### src/hdl/crd_pkg.sv
// Shared types, codes and the CRC-32 byte update for the record deframer.
`default_nettype none
package crd_pkg;

  localparam int unsigned CfgIdxW = 2;

  localparam logic [CfgIdxW-1:0] CFG_RECORD_MAGIC  = 2'd0;
  localparam logic [CfgIdxW-1:0] CFG_MAX_PAYLOAD   = 2'd1;
  localparam logic [CfgIdxW-1:0] CFG_BASE_POSITION = 2'd2;

  localparam logic [31:0] MAGIC_RST       = 32'h0000_0000;
  localparam logic [31:0] MAX_PAYLOAD_RST = 32'h0010_0000;
  localparam logic [63:0] BASE_POS_RST    = 64'h0;

  localparam logic       KIND_PAYLOAD = 1'b0;
  localparam logic       KIND_STATUS  = 1'b1;

  localparam logic [1:0] ST_OK      = 2'd0;
  localparam logic [1:0] ST_EOF     = 2'd1;
  localparam logic [1:0] ST_INVALID = 2'd2;

  localparam logic [31:0] CRC_POLY = 32'hEDB8_8320;
  localparam logic [31:0] CRC_INIT = 32'hFFFF_FFFF;

  typedef struct packed {
    logic        kind;
    logic [7:0]  payload_byte;
    logic        last_payload;
    logic [1:0]  status;
    logic [63:0] end_position;
  } res_t;

  function automatic logic [31:0] crc_byte(input logic [31:0] crc, input logic [7:0] b);
    logic [31:0] c;
    c = crc ^ {24'h0, b};
    for (int i = 0; i < 8; i++) begin
      c = c[0] ? ((c >> 1) ^ CRC_POLY) : (c >> 1);
    end
    return c;
  endfunction

endpackage
`default_nettype wire

### src/hdl/crc_record_deframer_core.sv
// Top level: byte-serial deframer for length-prefixed records with CRC-32 check.
//
// Input channel: one request per byte (in_data_byte) or an end marker
// (in_end_of_input); in_expected_offset is sampled on the last offset byte.
// Result channel: payload bytes (kind 0) as they arrive, then one status
// (kind 1: ok, clean_eof or invalid) with the end position per record.
// Configuration: cfg_index / cfg_wdata written when cfg_valid, cfg_ready
// is always high; writing base_position also reloads the stream position.
// Throughput: one byte per cycle while in_stall is low. Each result is
// registered (in the skid register if the output is held); the CRC update,
// field shift and checks sit between the input and the output register.
// Stall: a two-entry output stage (output register plus skid register)
// keeps accepting while a result waits; in_stall rises only once the skid
// register holds a result, and drops when the receiver takes one.
// Reset: parser to the magic field, CRC to all ones, registers to their
// defaults, stream position to zero, output stage empty.
`default_nettype none
module crc_record_deframer_core
  import crd_pkg::*;
(
  input  wire logic                clk,
  input  wire logic                rst_n,
  input  wire logic                in_valid,
  output      logic                in_stall,
  input  wire logic [7:0]          in_data_byte,
  input  wire logic                in_end_of_input,
  input  wire logic [63:0]         in_expected_offset,
  output      logic                out_valid,
  input  wire logic                out_stall,
  output      logic                out_kind,
  output      logic [7:0]          out_payload_byte,
  output      logic                out_last_payload,
  output      logic [1:0]          out_status,
  output      logic [63:0]         out_end_position,
  input  wire logic                cfg_valid,
  output      logic                cfg_ready,
  input  wire logic [CfgIdxW-1:0]  cfg_index,
  input  wire logic [63:0]         cfg_wdata
);

  localparam logic [2:0] PH_MAGIC   = 3'd0;
  localparam logic [2:0] PH_OFFSET  = 3'd1;
  localparam logic [2:0] PH_LENGTH  = 3'd2;
  localparam logic [2:0] PH_PAYLOAD = 3'd3;
  localparam logic [2:0] PH_CRC     = 3'd4;

  logic [31:0] magic_r, max_pay_r;

  logic [2:0]  phase_r, phase_nxt;
  logic [2:0]  cnt_r, cnt_nxt;
  logic [63:0] shift_r, shift_nxt;
  logic [31:0] remain_r, remain_nxt;
  logic [31:0] crc_r, crc_nxt;
  logic [63:0] pos_r, pos_nxt;

  logic        out_valid_r, skd_valid_r;
  res_t        out_r, skd_r, res;
  logic        res_valid;

  logic        in_acc, out_fire;
  logic [63:0] pos_inc, shift_new;
  logic [2:0]  cnt_inc;
  logic [31:0] crc_upd;

  assign in_acc    = in_valid && !in_stall;
  assign out_fire  = out_valid_r && !out_stall;
  assign in_stall  = skd_valid_r;
  assign cfg_ready = 1'b1;

  assign pos_inc = pos_r + 64'd1;
  assign cnt_inc = cnt_r + 3'd1;
  assign crc_upd = crc_byte(crc_r, in_data_byte);

  always_comb begin
    shift_new = shift_r;
    shift_new[{cnt_r, 3'b000} +: 8] = in_data_byte;
  end

  always_comb begin
    phase_nxt  = phase_r;
    cnt_nxt    = cnt_r;
    shift_nxt  = shift_r;
    remain_nxt = remain_r;
    crc_nxt    = crc_r;
    pos_nxt    = pos_r;
    res_valid  = 1'b0;
    res.kind         = KIND_STATUS;
    res.payload_byte = 8'h00;
    res.last_payload = 1'b0;
    res.status       = ST_INVALID;
    res.end_position = pos_inc;
    if (in_acc) begin
      if (in_end_of_input) begin
        res_valid        = 1'b1;
        res.end_position = pos_r;
        res.status       = (phase_r == PH_MAGIC && cnt_r == 3'd0) ? ST_EOF : ST_INVALID;
      end else begin
        pos_nxt   = pos_inc;
        cnt_nxt   = cnt_inc;
        shift_nxt = shift_new;
        unique case (phase_r)
          PH_MAGIC: begin
            if (cnt_inc == 3'd4) begin
              cnt_nxt   = 3'd0;
              shift_nxt = 64'h0;
              if (shift_new[31:0] != magic_r) res_valid = 1'b1;
              else phase_nxt = PH_OFFSET;
            end
          end
          PH_OFFSET: begin
            crc_nxt = crc_upd;
            if (cnt_inc == 3'd0) begin
              shift_nxt = 64'h0;
              if (shift_new != in_expected_offset) res_valid = 1'b1;
              else phase_nxt = PH_LENGTH;
            end
          end
          PH_LENGTH: begin
            crc_nxt = crc_upd;
            if (cnt_inc == 3'd0) begin
              shift_nxt = 64'h0;
              if (shift_new[63:32] != 32'h0 || shift_new[31:0] > max_pay_r) begin
                res_valid = 1'b1;
              end else begin
                remain_nxt = shift_new[31:0];
                phase_nxt  = (shift_new[31:0] == 32'h0) ? PH_CRC : PH_PAYLOAD;
              end
            end
          end
          PH_PAYLOAD: begin
            cnt_nxt          = cnt_r;
            shift_nxt        = shift_r;
            crc_nxt          = crc_upd;
            res_valid        = 1'b1;
            res.kind         = KIND_PAYLOAD;
            res.payload_byte = in_data_byte;
            res.last_payload = (remain_r <= 32'd1);
            res.status       = ST_OK;
            res.end_position = 64'h0;
            if (remain_r != 32'd0) remain_nxt = remain_r - 32'd1;
            if (remain_r <= 32'd1) phase_nxt = PH_CRC;
          end
          PH_CRC: begin
            if (cnt_inc == 3'd4) begin
              res_valid  = 1'b1;
              res.status = ({in_data_byte, shift_r[23:0]} == ~crc_r) ? ST_OK : ST_INVALID;
            end
          end
          default: begin
            res_valid = 1'b1;
          end
        endcase
      end
      if (res_valid && res.kind == KIND_STATUS) begin
        phase_nxt  = PH_MAGIC;
        cnt_nxt    = 3'd0;
        shift_nxt  = 64'h0;
        remain_nxt = 32'h0;
        crc_nxt    = CRC_INIT;
      end
    end
    if (cfg_valid && cfg_ready && cfg_index == CFG_BASE_POSITION) begin
      pos_nxt = cfg_wdata;
    end
  end

  always_ff @(posedge clk) begin
    if (!rst_n) begin
      magic_r    <= MAGIC_RST;
      max_pay_r  <= MAX_PAYLOAD_RST;
      phase_r    <= PH_MAGIC;
      cnt_r      <= 3'd0;
      shift_r    <= 64'h0;
      remain_r   <= 32'h0;
      crc_r      <= CRC_INIT;
      pos_r      <= BASE_POS_RST;
    end else begin
      phase_r  <= phase_nxt;
      cnt_r    <= cnt_nxt;
      shift_r  <= shift_nxt;
      remain_r <= remain_nxt;
      crc_r    <= crc_nxt;
      pos_r    <= pos_nxt;
      if (cfg_valid && cfg_ready) begin
        unique case (cfg_index)
          CFG_RECORD_MAGIC:  magic_r   <= cfg_wdata[31:0];
          CFG_MAX_PAYLOAD:   max_pay_r <= cfg_wdata[31:0];
          // stream position loaded through pos_nxt
          CFG_BASE_POSITION: ;
          default: ;
        endcase
      end
    end
  end

  // output register plus skid register
  always_ff @(posedge clk) begin
    if (!rst_n) begin
      out_valid_r <= 1'b0;
      skd_valid_r <= 1'b0;
    end else if (!out_valid_r || out_fire) begin
      if (skd_valid_r) begin
        out_valid_r <= 1'b1;
        skd_valid_r <= 1'b0;
      end else begin
        out_valid_r <= res_valid;
      end
    end else if (res_valid) begin
      skd_valid_r <= 1'b1;
    end
  end

  always_ff @(posedge clk) begin
    if (!out_valid_r || out_fire) begin
      out_r <= skd_valid_r ? skd_r : res;
    end else if (res_valid) begin
      skd_r <= res;
    end
  end

  assign out_valid        = out_valid_r;
  assign out_kind         = out_r.kind;
  assign out_payload_byte = out_r.payload_byte;
  assign out_last_payload = out_r.last_payload;
  assign out_status       = out_r.status;
  assign out_end_position = out_r.end_position;

endmodule
`default_nettype wire

### config.mk
export PLATFORM = sky130hd
export DESIGN_NAME = crc_record_deframer_core
export DESIGN_NICKNAME = d
export VERILOG_FILES = /design/src/hdl/crd_pkg.sv /design/src/hdl/crc_record_deframer_core.sv
export SDC_FILE = /design/constraint.sdc
export NUM_CORES = 1
export LEC_CHECK = 0
export ABC_CLOCK_PERIOD_IN_PS = 13800
export BUFFER_PORTS_ARGS = -buffer_cell sky130_fd_sc_hd__buf_2
export CAP_MARGIN = 40
export CELL_PAD_IN_SITES_DETAIL_PLACEMENT = 0
export CELL_PAD_IN_SITES_GLOBAL_PLACEMENT = 1
export CORE_UTILIZATION = 46
export DETAILED_ROUTE_END_ITERATION = 7
export PLACE_DENSITY_LB_ADDON = 0.1
export SLEW_MARGIN = 10
export SYNTH_ARGS = -nofsm -noshare
export SYNTH_HDL_FRONTEND = slang
export SYNTH_SLANG_ARGS = --single-unit
### constraint.sdc
create_clock -name clk -period 13.8 [get_ports clk]
set_clock_uncertainty 0.05 [all_clocks]
set_input_delay 0 -clock clk [delete_from_list [all_inputs] [get_ports clk]]
set_output_delay 0 -clock clk [all_outputs]
set_load 0.005 [all_outputs]
==> flow_summary_export.csv <==
group,metric,value,unit
placement,placedCellCount,3549,
global_routing,antenna_found_initial,1,
placement,globalplace.congestion,1.01,
clocking,cts_sinks,416,
worst_setup_path,setup.worst_path.end_class,"flip-flop",
clocking,tritoncts,"yes",
logic_synthesis,yosys-top-cells-area,"dfxtp_1 (22%), edfxtp_1 (19%), nand2_1 (6.4%)",
global_routing,grt_pass1_vias,21100,
logic_synthesis,synth.most_common_cell,"nand2_1",
global_routing,grt_pass1_wl,134,mm
power_and_ir_drop,power_leakage,10.7,nW
routing,drt_wl_total,89.6,mm
worst_setup_path,worstSetupStartpointType,"flip-flop",
logic_synthesis,synth.distinct_cells,92,
sta,grt_setup_unrepaired,"no",
clocking,cts_max_level,2,
sta,finalCritPeriodShare,51.8,%
min_path,min_path_type,"in2reg",
logic_synthesis,ys_warn_count,0,
logic_synthesis,synth_seq_area_share,41.0,%
clocking,cts_max_path_buffers,3,
power_and_ir_drop,p_per_area,108,nW/um^2
worst_setup_path,critical_path_class,"reg2reg",
finish,stdcell_count,3725,
global_routing,grt.overflow.total,0,
sta,hold_viol,0,
routing,post_drt_wl_per_cell,24.1,um
global_routing,track_usage,33.0,%
routing,vias_per_cell,6.13,
placement,place_area,25700,sq um
routing,vias,22800,
logic_synthesis,ys_seq_elements,416,
finish,drive_gt1_share,15.5,%
placement,dp.final_hpwl,63.7,mm
logic_synthesis,yosysTopAreaCellShare,22.0,%
finish,nFillCells,4774,
sta,max_clock_freq,140,MHz
clocking,path_clk_slew,0.06,ns
finish,multi_input_area,12900,sq um
logic_synthesis,synth_edf_count,152,
sta,drv_slew,0,
die,dieHeight,230,um
clocking,cts_setup_buffers,0,
power_and_ir_drop,seqPwrFrac,44.2,%
die,die_w,230,um
power_and_ir_drop,p_int,0.00221,W
clocking,root_buffer,"clkbuf_16",
die,start_util,46.7,%
status,status,"complete, no violations",
die,num_rows,83,
clocking,cts_made_buffers,47,
worst_setup_path,r2r_slack,6.65,ns
sta,worst_pin_slew,0.971,ns
logic_synthesis,synth.top_cells.by_count,"nand2_1 (410), dfxtp_1 (264), nor2_1 (201), clkbuf_1 (160)",
routing,initialDrtViolationCount,2580,
power_and_ir_drop,combPwrFrac,13.2,%
finish,design_area,28200,sq um
power_and_ir_drop,switching_power,0.000824,W
logic_synthesis,synthArstFlopShare,0,%
die,ios,223,
finish,regArea,9850,sq um
logic_synthesis,synth_flop_cell,"dfxtp_1",
sta,setup_tns,0,ns
logic_synthesis,yosysTopAreaCell,"dfxtp_1",
worst_setup_path,cp_data_arrival_time,7.37,ns
worst_setup_path,cp_cell_sequence,"inv_1 -> ha_1 -> ha_1 -> nand3b_1 -> nor2_1 -> mux2i_1 -> inv_1 -> ha_1 -> nand4_1 -> nor4_1 -> a2111oi_0 -> nand2_1 -> o211ai_1 -> a21o_1 -> a221oi_2 -> nor2_1 -> nor3_2 -> buf_4 -> buf_4 -> buf_16",
finish,syn2layout_area_growth,17.5,%
run,cap_violations,0,
power_and_ir_drop,peakVddDrop,0.0977,mV
die,core,51400,sq um
logic_synthesis,syn_area,24000,sq um
logic_synthesis,synth.avg_cell_area,8.61,sq um
routing,antenna_left,0,
worst_setup_path,crit_path_frequent_cell,"ha_1",
sta,hold_slack,0.0343,ns
worst_setup_path,worstPathRequired,14.02,ns
sta,setup_viol,0,
routing,dr.pass1.iters,6,
routing,drc_errors,0,
sta,final.min_clock_period,7.15,ns
finish,finalNetCount,3191,
power_and_ir_drop,p_sw_share,27.1,%
power_and_ir_drop,p_clk_share,42.6,%
die,dieArea,53100,sq um
placement,io_buffers,221,
global_routing,grt_max_degree,82,
finish,finalCoreUtilization,54.9,%
worst_setup_path,max_stage_delay,0.85,ns
worst_setup_path,critPathSlowestCell,"nor2_1",
sta,relSlewSlack,35.0,%
logic_synthesis,synth_nets,2976,
logic_synthesis,synthCells,2790,
worst_setup_path,crit_fanout,50,
clocking,clk_latency,0.60,ns
==> final timing paths <==
| kind | cells after the start | start | endpoint |
|---|---|---|---|
| hold / removal | 5 | cfg_index[1] | pos_r[9] |
| setup / recovery | 20 | cnt_r[1] | skd_r[18] |
| hold reg to reg | 2 | max_pay_r[7] | max_pay_r[7] |
| setup reg to reg | 20 | cnt_r[1] | skd_r[18] |
==> what timing repair did <==
item / in CTS / in global routing
gates resized for setup: 0 / 0
endpoints found under the hold margin: 183 / 0
hold buffers: 87 / 0
==> power by group through the flow <==
stage          clock network, W  logic [W]  registers [W]
2_1_floorplan                 0   0.000230        0.00136
3_3_place_gp                  0   0.000366        0.00137
3_5_place_dp                  0   0.000373        0.00137
4_1_cts                 0.00132   0.000393        0.00134
5_1_grt                 0.00136   0.000429        0.00135
6_report                0.00129   0.000401        0.00134
==> per-layer routing <==
layer / wire, um / vias up / global-route usage (%)
li1: - / 10500 / -
met1: 39800 / 11100 / 47.1
met2: 39100 / 1087 / 49.8
met3: 8290 / 165 / 7.21
met4: 2470 / 2 / 9.35
met5: 13 / - / 0
==> cells by family after synthesis <==
group | count (synthesis) | share of synthesized area (%)
other | 1 | 0.0156
multiplexers | 103 | 4.65
flip-flops | 416 | 41.0
XOR/XNOR | 181 | 6.60
AND/OR/NAND/NOR | 1003 | 19.9
buffers and inverters | 332 | 5.41
adder cells (fa/ha/maj) | 42 | 2.19
AO/OA/AOI/OAI | 712 | 20.2
==> cell usage in the layout, fill, tap and decap left out, types with 17 or more instances in the layout <==
cell / synthesis / final
nand2_1: 410 / 410
dfxtp_1: 264 / 263
buf_2: 21 / 222
nor2_1: 201 / 198
a21oi_1: 155 / 155
o21ai_0: 155 / 154
edfxtp_1: 152 / 152
inv_1: 140 / 138
xor2_1: 92 / 92
xnor2_1: 89 / 89
dlygate4sd3_1: 0 / 87
mux2_2: 68 / 68
nand4_1: 65 / 65
nand3_1: 58 / 58
clkbuf_16: 0 / 51
nor3_1: 46 / 45
a211oi_1: 42 / 42
ha_1: 42 / 42
buf_4: 1 / 40
nor4_1: 37 / 37
mux2i_1: 35 / 35
a22oi_1: 35 / 35
or3_1: 31 / 31
o31ai_1: 32 / 31
o211ai_1: 31 / 31
nand2b_1: 30 / 30
a311oi_1: 27 / 27
and3_1: 26 / 26
o22a_1: 26 / 26
o22ai_1: 24 / 24
a31oi_1: 23 / 23
nor2b_1: 21 / 21
a22o_1: 17 / 17
==> registers in the layout, indices dropped and copies added (netlist names) <==
| name | cells |
|---|---|
| max_pay_r | 32 |
| out_valid | 1 |
| phase_r | 3 |
| remain_r | 32 |
| crc_r | 32 |
| shift_r | 64 |
| out_last_payload | 1 |
| magic_r | 32 |
| skd_r | 76 |
| cnt_r | 3 |
| out_kind | 1 |
| out_status | 2 |
| out_end_position | 64 |
| out_payload_byte | 8 |
| in_stall | 1 |
| pos_r | 64 |
==> stage by stage <==
stage               setup slack (ns)  total power (W)
global placement                6.94          0.00173
detailed placement              6.93          0.00174
CTS                             6.89          0.00306
finish                          6.65          0.00304
floorplan                       3.24          0.00159
global route                    6.38          0.00314
==> critical path: cells and delay by family, from the launching register on <==
kind | cells | cell delay, ns
flops | 1 | 0.40
mux | 1 | 0.46
compound gates | 4 | 1.27
simple gates | 7 | 2.35
fa+ha+maj | 3 | 1.10
buf+inv | 5 | 1.10
==> cell type report <==
| type | count | share of cell area, % |
|---|---|---|
| clock inverters | 19 | 0.732 |
| clock buffers | 69 | 4.89 |
| repair buffers | 357 | 8.67 |
| flip-flops and latches | 416 | 34.9 |
| multi-input cells | 2042 | 45.9 |
| inverters | 141 | 1.89 |
| well taps | 680 | 3.02 |
| diodes | 1 | 0.00887 |
No activity file was read; power rests on OpenSTA's default activity.
